File: src/sv/assert_macros.svh
// ---------------------------------------------------------------------------
// Assertion macros
// Shared concurrent assertion helpers. They compile to nothing under SYNTH.
// ---------------------------------------------------------------------------
`ifndef ASSERT_MACROS_SVH
`define ASSERT_MACROS_SVH
`ifndef SYNTH
`define ASSERT_IMPLIES(label, clk, rst, ante, cons) \
  label: assert property (@(posedge clk) disable iff (rst) (ante) |-> (cons)) \
    else $error("same-cycle implication failed");
`define ASSERT_NEXT(label, clk, rst, ante, cons) \
  label: assert property (@(posedge clk) disable iff (rst) (ante) |=> (cons)) \
    else $error("next-cycle implication failed");
`else
`define ASSERT_IMPLIES(label, clk, rst, ante, cons)
`define ASSERT_NEXT(label, clk, rst, ante, cons)
`endif
`endif

File: src/sv/s1pd_div.sv
// ---------------------------------------------------------------------------
// s1pd_div
// Unsigned restoring divider, one quotient bit per cycle.
// ---------------------------------------------------------------------------
module s1pd_div #(
  parameter int DIVIDEND_W = 64,
  parameter int DIVISOR_W  = 32
) (
  input  logic                  clk,
  input  logic                  rst,
  input  logic                  start,
  input  logic [DIVIDEND_W-1:0] dividend,
  input  logic [DIVISOR_W-1:0]  divisor,
  output logic                  done,
  output logic [DIVIDEND_W-1:0] quotient
);
  localparam int CW = $clog2(DIVIDEND_W + 1);

  logic [DIVISOR_W-1:0] rem;
  logic [DIVISOR_W-1:0] dvs;
  logic [CW-1:0]        cnt;
  logic                 busy;
  logic [DIVISOR_W:0]   trial;
  logic                 fits;

  assign trial = {rem, quotient[DIVIDEND_W-1]};
  assign fits  = trial >= {1'b0, dvs};

  always_ff @(posedge clk) begin
    if (rst) begin
      busy <= 1'b0;
      done <= 1'b0;
      cnt  <= '0;
    end else begin
      done <= 1'b0;
      if (start) begin
        quotient <= dividend;
        dvs      <= divisor;
        rem      <= '0;
        cnt      <= CW'(DIVIDEND_W);
        busy     <= 1'b1;
      end else if (busy) begin
        if (fits) begin
          rem <= DIVISOR_W'(trial - {1'b0, dvs});
        end else begin
          rem <= trial[DIVISOR_W-1:0];
        end
        quotient <= {quotient[DIVIDEND_W-2:0], fits};
        cnt      <= cnt - CW'(1);
        if (cnt == CW'(1)) begin
          busy <= 1'b0;
          done <= 1'b1;
        end
      end
    end
  end
endmodule

File: config.mk
export PLATFORM = sky130hd
export DESIGN_NAME = s1pd_div
export DESIGN_NICKNAME = d
export VERILOG_FILES = /design/src/sv/assert_macros.svh /design/src/sv/s1pd_div.sv
export SDC_FILE = /design/constraint.sdc
export NUM_CORES = 1
export LEC_CHECK = 0
export ABC_CLOCK_PERIOD_IN_PS = 6500
export CORE_MARGIN = 2
export CORE_UTILIZATION = 27
export CTS_BUF_LIST = sky130_fd_sc_hd__clkbuf_16
export DETAILED_ROUTE_END_ITERATION = 6
export DONT_BUFFER_PORTS = 1
export GPL_TIMING_DRIVEN = 0
export PLACE_DENSITY_LB_ADDON = 0.25
export SETUP_SLACK_MARGIN = 0.2
export SYNTH_ARGS = -nofsm -noshare
export SYNTH_HDL_FRONTEND = slang
export SYNTH_SLANG_ARGS = --single-unit
File: constraint.sdc
create_clock -name clk -period 6.5 [get_ports clk]
set_clock_uncertainty 0.15 [all_clocks]
set_input_delay 0.65 -clock clk [delete_from_list [all_inputs] [get_ports clk]]
set_output_delay 0.65 -clock clk [all_outputs]
set_load 0.1 [all_outputs]
==> results.py <==
metrics = {
    "global_routing": {
        "grt_pass1_vias": 5086,
        "antenna_found_initial": 5,
        "grt_max_degree": 41,
        "grt_pass1_wl_um": 28600,
        "overflow": 0,
        "grt_usage": 0.133,
    },
    "floorplan": {
        "rows": 60,
        "io_pins": 164,
        "die_x_um": 168,
        "die_area_mm2": 0.0282,
        "initial_core_util": 0.273,
        "core_mm2": 0.0267,
        "die_y_um": 168,
    },
    "yosys": {
        "synth_fa_ha_area_frac": 0.0613,
        "ys_warn_count": 0,
        "synth_seq_cells": 137,
        "netlist_instances": 580,
        "synth_top_family_by_area": "multiplexers",
        "ys_async_sr_fraction": 0,
        "seq_area_frac_synth": 0.554,
        "synth_cell_types": 60,
        "yosys.area_share.simple": 0.0808,
        "avgSynthCellArea_um2": 12.5,
        "synth-xor-area-share": 0.0398,
        "synth_edf_count": 128,
        "synthMuxAreaShare": 0.129,
        "synth_compound_gate_area_share": 0.101,
        "syn_nets": 714,
        "ys.flop_type": "edfxtp_1",
        "netlist_area_mm2": 0.00727,
    },
    "setup_path": {
        "start_kind": "flip-flop",
        "r2r_slack_ps": 2570,
        "critical_path_arrival_ps": 3950,
        "worstPathMaxFanout": 6,
        "critPathKind": "flip-flop to flip-flop",
        "cp-end-kind": "flip-flop",
        "cp_data_required_time_ps": 6520,
    },
    "sta": {
        "whs_ps": 137,
        "tightest_slew_ps": 1020,
        "max-slew-margin-rel": 0.317,
        "maxClockFrequency_mhz": 254,
        "setup_viol": 0,
        "period_needed_ps": 3930,
        "period_share": 0.605,
        "fin_ws_ps": 2570,
        "final_hold_viol_count": 0,
        "rsz0062_at_grt": "no",
        "drv_slew": 0,
    },
    "placed_design": {
        "place_inst": 925,
        "place_congestion": 0.837,
        "dp_slack_ps": 2570,
        "port_buffers": 0,
        "dpl.hpwl_um": 13600,
    },
    "cts": {
        "postCtsSetupRepairBufs": 0,
        "clk_path_buf_depth": 2,
        "numCtsBuffers": 17,
        "cts_sinks": 137,
        "root_buffer": "clkbuf_16",
        "cts_tree": "built",
        "htree_levels": 4,
        "ctsHoldBuffers": 0,
        "clk_latency_ps": 430,
        "cts_resized": 0,
        "clk_pin_slew_ps": 70,
    },
    "hold_path": {
        "hold_class": "primary input to flip-flop",
    },
    "power": {
        "ir_drop_mv": 0.162,
        "powerDensity_mw_per_mm2": 325,
        "leakage_nw": 3.15,
    },
    "detailed_routing": {
        "routedWlPerCell_um": 18.9,
        "vias": 4561,
        "antenna_left": 0,
        "drc_errors": 0,
        "drt_wl_total_um": 18100,
        "drt_iter0_drc": 205,
        "drt_first_pass_iters": 4,
        "vias_per_cell": 4.75,
    },
    "finish": {
        "syn_to_final_growth_pct": 15.3,
        "seqCellArea_mm2": 0.00402,
        "drive_gt1_frac": 0.192,
        "nNetsFinal": 737,
        "fill_cells": 2644,
        "fin_cells": 960,
        "multiInputGateArea_mm2": 0.00301,
    },
    "job": {
        "max_cap_viol_count": 0,
    },
    "run_status": {
        "outcome": "complete, no violations",
    },
}
==> state kept, by name (all words and copies together), names as in the netlist <==
name	count
dvs	32
cnt	7
busy	1
quotient	64
done	1
rem	32
==> path summary, 6_finish.rpt <==
check                          end  depth (start not counted)                    from
max          rem[22]$_SDFFCE_PP0P_                         11  quotient[63]$_DFFE_PP_
min            cnt[6]$_SDFFE_PP0N_                          1                     rst
max reg2reg  rem[22]$_SDFFCE_PP0P_                         11  quotient[63]$_DFFE_PP_
min reg2reg    cnt[1]$_SDFFE_PP0P_                          2     cnt[1]$_SDFFE_PP0P_
==> layer usage <==
metal	GRT usage	wire (um)
met2	0.225	8850
met1	0.150	7360
met5	0	12
met4	0.0412	261
met3	0.0623	1630
==> power by group <==
group / switching [mW] / internal [mW]
sequential: 0.227 / 1.06
clock: 0.454 / 0.513
combinational: 0.264 / 0.212
total: 0.946 / 1.78
==> synth_stat cells, types with 3 or more instances <==
cell type / n / area (um2)
a211oi_1: 4 / 30.0
a21o_1: 14 / 105
a21oi_1: 29 / 145
and2_1: 4 / 25.0
buf_2: 5 / 25.0
clkbuf_1: 13 / 48.8
dfxtp_1: 9 / 180
edfxtp_1: 128 / 3840
ha_1: 34 / 425
inv_1: 43 / 161
mux2_2: 63 / 709
mux2i_1: 23 / 230
nand2_1: 22 / 82.6
nand2b_1: 5 / 31.3
nand3_1: 6 / 30.0
nand3b_1: 8 / 60.1
nand4_1: 3 / 18.8
nor2_1: 49 / 184
nor2b_1: 4 / 25.0
nor3_1: 4 / 20.0
o21a_1: 5 / 37.5
o21ai_0: 19 / 95.1
o21bai_1: 6 / 45.0
o31ai_1: 3 / 22.5
xnor2_1: 18 / 158
xor2_1: 15 / 131
==> metrics by stage <==
step | utilization | power (mW) | cell area [um2] | setup TNS (ps)
after floorplan | - | 1.67 | 7270 | 0
after global placement | 0.289 | 1.78 | 7690 | -186400
after detailed placement | 0.293 | 1.78 | 7800 | 0
after CTS | 0.314 | 2.77 | 8370 | 0
after global routing | 0.314 | 2.87 | 8380 | 0
final | 0.314 | 2.73 | 8380 | 0
==> worst max-delay path, stage by stage, from the launching register on <==
cell and delay, ps:
edfxtp_1 800, inv_1 250, ha_1 220, fa_1 210
nand2b_1 140, a21oi_1 100, o41ai_2 700, o21ai_1 250
o311a_1 380, o21a_1 180, nor3_1 190, o31ai_2 90
==> final cells by class <==
type	count	area share
multi-input cells	381	0.359
inverters	43	0.0193
clock inverters	15	0.0173
repair buffers	4	0.0113
flip-flops and latches	137	0.480
plain buffers	19	0.0102
diodes	3	0.000896
well taps	341	0.0509
clock buffers	17	0.0508
==> kinds of logic (layout without fill, tap and decap cells) <==
| logic type | count (synthesis) | in the layout |
|---|---|---|
| flip-flops | 137 | 137 |
| AND/OR/NAND/NOR | 120 | 120 |
| AO/OA/AOI/OAI | 107 | 107 |
| multiplexers | 86 | 86 |
| buffers and inverters | 62 | 98 |
| adder cells (fa/ha/maj) | 35 | 35 |
| XOR/XNOR | 33 | 33 |
| other | 0 | 3 |
==> placed cells by master (no fill, tap or decap), types with 8 or more instances in the layout <==
| cell | n |
|---|---|
| a21o_1 | 14 |
| a21oi_1 | 29 |
| clkbuf_1 | 13 |
| clkbuf_16 | 17 |
| dfxtp_1 | 9 |
| edfxtp_1 | 128 |
| ha_1 | 34 |
| inv_1 | 43 |
| inv_8 | 8 |
| mux2_2 | 63 |
| mux2i_1 | 23 |
| nand2_1 | 22 |
| nand3b_1 | 8 |
| nor2_1 | 48 |
| o21ai_0 | 19 |
| xnor2_1 | 18 |
| xor2_1 | 15 |
Note: power is estimated with default switching activity, not from simulation.
