## src/sv/assert_macros.svh

```systemverilog
// ---------------------------------------------------------------------------
// Assertion macros
// Shared concurrent assertion helpers. They compile to nothing under SYNTH.
// ---------------------------------------------------------------------------
`ifndef ASSERT_MACROS_SVH
`define ASSERT_MACROS_SVH
`ifndef SYNTH
`define ASSERT_IMPLIES(label, clk, rst, ante, cons) \
  label: assert property (@(posedge clk) disable iff (rst) (ante) |-> (cons)) \
    else $error("same-cycle implication failed");
`define ASSERT_NEXT(label, clk, rst, ante, cons) \
  label: assert property (@(posedge clk) disable iff (rst) (ante) |=> (cons)) \
    else $error("next-cycle implication failed");
`else
`define ASSERT_IMPLIES(label, clk, rst, ante, cons)
`define ASSERT_NEXT(label, clk, rst, ante, cons)
`endif
`endif

```

## src/sv/s1pd_ram.sv

```systemverilog
// ---------------------------------------------------------------------------
// s1pd_ram
// Generic single-write, single-read RAM with registered read data.
// ---------------------------------------------------------------------------
module s1pd_ram #(
  parameter int WIDTH = 16,
  parameter int DEPTH = 64
) (
  input  logic                     clk,
  input  logic                     we,
  input  logic [$clog2(DEPTH)-1:0] waddr,
  input  logic [WIDTH-1:0]         wdata,
  input  logic [$clog2(DEPTH)-1:0] raddr,
  output logic [WIDTH-1:0]         rdata
);
  logic [WIDTH-1:0] mem [DEPTH];

  always_ff @(posedge clk) begin
    if (we) begin
      mem[waddr] <= wdata;
    end
    rdata <= mem[raddr];
  end
endmodule

```

## config.mk

```make
export PLATFORM = sky130hd
export DESIGN_NAME = s1pd_ram
export DESIGN_NICKNAME = d
export VERILOG_FILES = /design/src/sv/assert_macros.svh /design/src/sv/s1pd_ram.sv
export SDC_FILE = /design/constraint.sdc
export NUM_CORES = 1
export LEC_CHECK = 0
export BUFFER_PORTS_ARGS = -buffer_cell sky130_fd_sc_hd__buf_2
export CORE_AREA = 4 4 349 351
export CTS_BUF_LIST = sky130_fd_sc_hd__clkbuf_8
export CTS_CLUSTER_SIZE = 16
export DETAILED_ROUTE_END_ITERATION = 16
export DIE_AREA = 0 0 353 355
export MAX_ROUTING_LAYER = met4
export SLEW_MARGIN = 30
export SYNTH_ARGS = -nofsm -noshare
export SYNTH_HDL_FRONTEND = slang
export SYNTH_SLANG_ARGS = --single-unit
```

## constraint.sdc

```tcl
create_clock -name clk -period 3.1 [get_ports clk]
set_input_delay 0.155 -clock clk [delete_from_list [all_inputs] [get_ports clk]]
set_output_delay 0.155 -clock clk [all_outputs]
set_load 0.03 [all_outputs]
```

==> results of run 1 <==
-- stage by stage --
stage / std cells / instance area [um^2] / total power [mW]
2_1_floorplan: 1829 / 40000 / 16.8
3_3_place_gp: 3467 / 42800 / 17.5
3_5_place_dp: 3468 / 42800 / 17.5
4_1_cts: 3785 / 46000 / 28.2
5_1_grt: 3793 / 46000 / 29.0
6_report: 3795 / 46000 / 27.9
-- kinds of logic after synthesis --
family | count (synthesis) | synth area share [%]
flops | 1040 | 77.6
buf+inv | 104 | 1.83
mux | 336 | 15.5
simple gates | 220 | 2.65
compound gates | 129 | 2.41
-- layout by cell type, fill, tap and decap left out, types with 4 or more instances in the layout --
master	n
clkbuf_8	167
nand4_1	12
edfxtp_1	1024
nor2_1	71
diode_2	7
clkinvlp_4	4
a221oi_1	16
mux4_2	220
buf_12	11
a211o_1	8
o21ai_0	5
a211oi_1	8
and4_1	5
bufinv_16	4
mux4_1	4
nand3_1	24
a41oi_1	5
nor2b_1	30
inv_1	54
a221o_1	6
dfxtp_1	16
a311oi_1	8
mux2_2	27
a31oi_1	8
clkinv_2	24
nand2_1	59
buf_2	34
a22oi_1	39
buf_4	147
a22o_1	6
dlygate4sd3_1	18
clkinv_1	41
mux2i_1	85
a21oi_1	17
-- metal layers --
layer,up-vias,wire length (um)
li1,8273,-
met1,10700,42800
met2,810,47600
met3,136,7230
met4,0,1930
met5,-,0
-- worst reg2reg max path: stages (launching register included) --
cell      delay [ns]
edfxtp_1        0.37
mux4_2          0.46
mux2i_1         0.42
a22oi_1         0.23
a31oi_1         0.44
buf_4           0.20
a311oi_1        0.04
-- sequential cells by signal, indices dropped and copies added (netlist names) --
| signal | flops |
|---|---|
| mem | 1024 |
| rdata | 16 |
-- how the worst max path moves through the flow --
stage | slack, ns | endpoint | startpoint | cells past startpoint
floorplan | 0.91 | mem[48][0] | waddr[3] | 4
global placement | 0.15 | rdata[10] | raddr[0] | 8
detailed placement | 0.17 | rdata[10] | raddr[0] | 8
CTS | 0.81 | rdata[13] | mem[23][13] | 6
global route | 0.77 | rdata[13] | mem[23][13] | 6
finish | 0.81 | rdata[13] | mem[23][13] | 6
-- where the power goes --
group	leakage, nW	switching [mW]	internal, mW	total (mW)
Sequential	9.35	0.0710	15.6	15.6
Clock	1.75	5.33	5.38	10.7
Combinational	3.68	0.993	0.573	1.57
-- layout make-up --
| class | count | area [um^2] | share of cell area (%) |
|---|---|---|---|
| antenna | 7 | 17.5 | 0.0381 |
| sequential | 1040 | 31100 | 67.5 |
| clock buffer | 166 | 2280 | 4.97 |
| multi-input combinational | 685 | 8250 | 17.9 |
| clock inverter | 136 | 736 | 1.60 |
| tap | 1548 | 1940 | 4.21 |
| timing repair buffer | 213 | 1710 | 3.73 |
==> results.ini, run 1 <==
[clock_network]
cts-root-buf=clkbuf_8
clk_pin_slew_ns=0.06
cts_resized=0
clock-sinks=1040
cts_tree=yes
htree_num_levels=4
clk_path_buf_depth=3
insertion_delay_ns=0.82
cts_hold_buf=15
post_cts_buffers=0
cts_made_buffers=162

[die]
dieHeight_um=355
boundaryPins=46
rows=127
core_um2=119000
die_x_um=353
dieArea_um2=125000
start_util_pct=33.6

[cells_and_area]
utilization_pct=38.7
num-fill-cells=10600
drive_above_1_share_pct=29.4
area_growth_pct=14.9
final_nets=2132

[logic_synthesis]
yosysSeqAreaShare_pct=77.6
synth_area_um2=40000
yosysWarnings=0
syn_area_per_cell_um2=21.9
mappedNetlistNets=1859
synth_edf_count=1024
synth_area_leaders=edfxtp_1 77%, mux4_2 12%, mux2i_1 2.1%
synth_cell_types=43
synth_most_common_cell=edfxtp_1
synth-main-ff-cell=edfxtp_1
synthTopCellsByCount=1024 x edfxtp_1, 220 x mux4_2, 85 x mux2i_1, 72 x nor2_1, 59 x nand2_1
synthCells=1829
synth_area_leader_cell=edfxtp_1
ys_seq_elements=1040
synth-async-reset-ratio_pct=0
yosysTopAreaCellShare_pct=76.8

[timing]
max_freq_mhz=436
whs_ns=0.0608
rsz0062_at_grt=no
finalCritPeriodShare_pct=74.0
setup_violations=0
drv_slew=0
setup_ws_ns=0.806
skew_ns=0.0276
hold_viol_final=0
worstMarginPinSlew_ns=0.911
setup-tns-final_ns=0
min_period_ns=2.29
slew-limit-headroom_pct=39.1

[setup_path]
r2r-end=rdata[13]
cpMaxStageDelayCell=mux4_2
path_buf_inv=1
end_kind=flip-flop
reg2reg_from=mem[23][13]
cp.arrival_ns=2.97
ff2ff_path_depth=6
path_max_fanout=1
cp-start-kind=flip-flop
cp.required_ns=3.78
critical-path-top-delay-family=multiplexers
ff2ff_setup_slack_ns=0.81
crit_chain=mux4_2, mux2i_1, a22oi_1, a31oi_1, buf_4, a311oi_1
max_stage_delay_ns=0.46
path_class=reg2reg

[hold_path]
hp-start=wdata[9]
worstHoldEndpoint=mem[24][9]
worstHoldPathCells=2
hp-class=in2reg

[global_route]
grtUsageTotal_pct=16.3
grt_max_degree=65
grtUsageMet2_pct=25.2
grt_pass1_wl_um=145000
grt.busiest_layer=met2
grt-ovfl-total=0
use_met1_pct=22.3
grt_pass1_vias=20400
use_met3_pct=3.37
grt_antenna_before_repair=6

[detailed_routing]
drtAntennaViolNets=0
drcViolationCount=0
routedWlPerCell_um=26.2
drt_wl_total_um=99600
vias_per_cell=5.24
drtPass1Iterations=5
drt_iter0_markers=2239
vias=19900

[power_and_ir_drop]
powerDensity_nw_per_um2=607
p_leak_nw=14.8
vdd_drop_max_mv=0.312

[place]
port-buffer-count=45
routabilityCongestion=0.825
dpl_worst_slack_ns=0.173
hpwl_um=60000

[run_status]
status=complete, no violations

[run]
max_cap_violations=0

Note: power is estimated with default switching activity, not from simulation.
==> run 2, diff against run 1 <==
clock period = 2 ns   (was 3.1 ns; I/O delays follow)
==> results.ini, run 2 (synthesis gave the netlist of run 1 again) <==
[run_status]
status=complete, no violations

[timing]
slew-limit-headroom_pct=45.1  ; +6.0 points
finalCritPeriodShare_pct=99.6  ; +26 points
skew_ns=0.0390  ; +0.0114 ns
hold_viol_final=0  ; unchanged
drv_slew=0  ; unchanged
whs_ns=0.103  ; +0.0424 ns
max_freq_mhz=502  ; +15%
setup_violations=0  ; unchanged
worstMarginPinSlew_ns=0.823  ; -0.0879 ns
min_period_ns=1.99  ; -0.302 ns
rsz0062_at_grt=yes

[global_route]
grt_pass1_vias=20700  ; +1.7%
grt_pass1_wl_um=147000  ; +1.2%
grt_max_degree=65  ; unchanged
grt_antenna_before_repair=5  ; -1
grt-ovfl-total=0  ; unchanged
grtUsageTotal_pct=16.5  ; +0.20 points

[detailed_routing]
routedWlPerCell_um=26.1  ; -0.50%
drtAntennaViolNets=0  ; unchanged
drcViolationCount=0  ; unchanged
vias_per_cell=5.22  ; -0.27%
drt_wl_total_um=101000  ; +1.8%
drt_iter0_markers=2183  ; -2.5%
drtPass1Iterations=5  ; unchanged
vias=20300  ; +2.0%

[setup_path]
path_class=reg2reg
cp.arrival_ns=2.69  ; -0.28 ns
r2r-end=rdata[0]
critical-path-top-delay-family=multiplexers
cp.required_ns=2.70  ; -1.08 ns
max_stage_delay_ns=0.45  ; about the same
ff2ff_path_depth=7  ; +1
path_buf_inv=2  ; +1
cp-start-kind=flip-flop
path_max_fanout=1  ; unchanged
end_kind=flip-flop
cpMaxStageDelayCell=mux4_2
ff2ff_setup_slack_ns=0.007  ; -0.80 ns
critPathMostFrequentCell=buf_4
crit_chain=mux4_2, mux2i_1, buf_4, a22oi_1, a31oi_1, buf_4, a311oi_1
critPathLaunch=mem[16][0]
reg2reg_from=mem[16][0]

[die]
dieArea_um2=125000  ; unchanged
die_x_um=353  ; unchanged
core_um2=119000  ; unchanged
start_util_pct=33.6  ; unchanged
rows=127  ; unchanged
boundaryPins=46  ; unchanged
dieHeight_um=355  ; unchanged

[cells_and_area]
num-fill-cells=10400  ; -1.6%
layout.cells.non_filler=3883  ; +2.3%
drive_above_1_share_pct=33.1  ; +3.7 points
largest_register=mem
final_nets=2230  ; +4.6%
final_area_um2=47500  ; +3.1%
largest_register_ffs=1024  ; unchanged
reg.largest.list=mem (1024), rdata (16)
final_cell_mix=1024 x edfxtp_1, 220 x mux4_2, 190 x buf_4
layout_commonest_cell=edfxtp_1
area_growth_pct=18.5

[place]
dpl_cell_area_um2=44100  ; +3.1%
routabilityCongestion=0.854  ; +3.4%
hpwl_um=61300  ; +2.2%
port-buffer-count=45  ; unchanged
place_inst=3564  ; +2.8%

[hold_path]
worstHoldPathCells=5  ; +3
hp-class=in2reg
worstHoldEndpoint=rdata[8]
hp-start=raddr[2]

[clock_network]
clk_pin_slew_ns=0.06  ; about the same
clock-sinks=1040  ; unchanged
cts_made_buffers=162  ; unchanged
insertion_delay_ns=0.83  ; about the same
clk_path_buf_depth=3  ; unchanged
cts_tree=yes
htree_num_levels=4  ; unchanged
cts-root-buf=clkbuf_8

[power_and_ir_drop]
vdd_drop_max_mv=0.729  ; +130%
powerDensity_nw_per_um2=929  ; +53%
p_total_mw=44.1  ; +58%
combPwrFrac_pct=6.2  ; +0.6 points
power.net_switching_mw=10.1  ; +58%
p_int_mw=34.0  ; +58%
power_frac_clock_pct=38.9  ; +0.5 points
seqPwrFrac_pct=54.9  ; -1.1 points
switching_share_pct=22.9  ; about the same
p_leak_nw=15.4  ; +4.4%

[run]
max_cap_violations=0  ; unchanged

[run 2: timing repair]
item                                   in CTS  in global routing
gates resized for setup                     3                  5
pin swaps                                   0                  4
endpoints found under the hold margin    1032                  0
cloned                                      0                  0
setup buffers                               0                  0
hold buffers                               20                  0
setup endpoints to repair                   3                  5
[run 2: power groups by stage]
stage / combinational, mW / clock, mW / sequential [mW]
after CTS: 2.74 / 17.5 / 24.2
after global placement: 2.65 / 0 / 24.7
after global routing: 2.87 / 18.6 / 24.2
after detailed placement: 2.70 / 0 / 24.7
final: 2.72 / 17.2 / 24.2
after floorplan: 1.25 / 0 / 24.7
[run 2: through the flow]
stage / TNS, ns / utilization [%] / worst slack (ns)
after floorplan: -6.95 / - / -0.0578
after global placement: -4.39 / 37.0 / -0.591
after detailed placement: -4.66 / 37.0 / -0.581
after CTS: -0.109 / 39.8 / -0.109
after global routing: -0.0529 / 39.9 / -0.0306
final: 0 / 39.9 / 0.00722
[run 2: layer usage]
layer / share of wire [%] / vias up / global-route usage [%]
met1: 42 / 10800 / 22.5
li1: - / 8458 / -
met2: 48 / 902 / 25.4
met3: 8.4 / 136 / 3.78
met4: 1.9 / 0 / 4.38
met5: 0 / - / -
[run 2: cell type report]
type | count | area, um^2 | share of cell area, %
Antenna cell | 5 | 12.5 | 0.0264
Clock buffer | 171 | 2350 | 4.96
Clock inverter | 123 | 753 | 1.59
Multi-Input combinational cell | 685 | 8300 | 17.5
Sequential cell | 1040 | 31100 | 65.5
Tap cell | 1548 | 1940 | 4.08
Timing Repair Buffer | 311 | 3030 | 6.38
[run 2: worst register-to-register path, stage by stage, from the launching register on]
cell      delay [ns]
edfxtp_1        0.38
mux4_2          0.45
mux2i_1         0.17
buf_4           0.14
a22oi_1         0.18
a31oi_1         0.28
buf_4           0.18
a311oi_1        0.06
[run 2: how the worst max path moves through the flow]
stage	to	depth (start not counted)
5_1_grt	rdata[13]	6
3_3_place_gp	rdata[9]	8
6_report	rdata[0]	7
2_1_floorplan	mem[39][0]	4
3_5_place_dp	rdata[9]	8
4_1_cts	rdata[11]	6
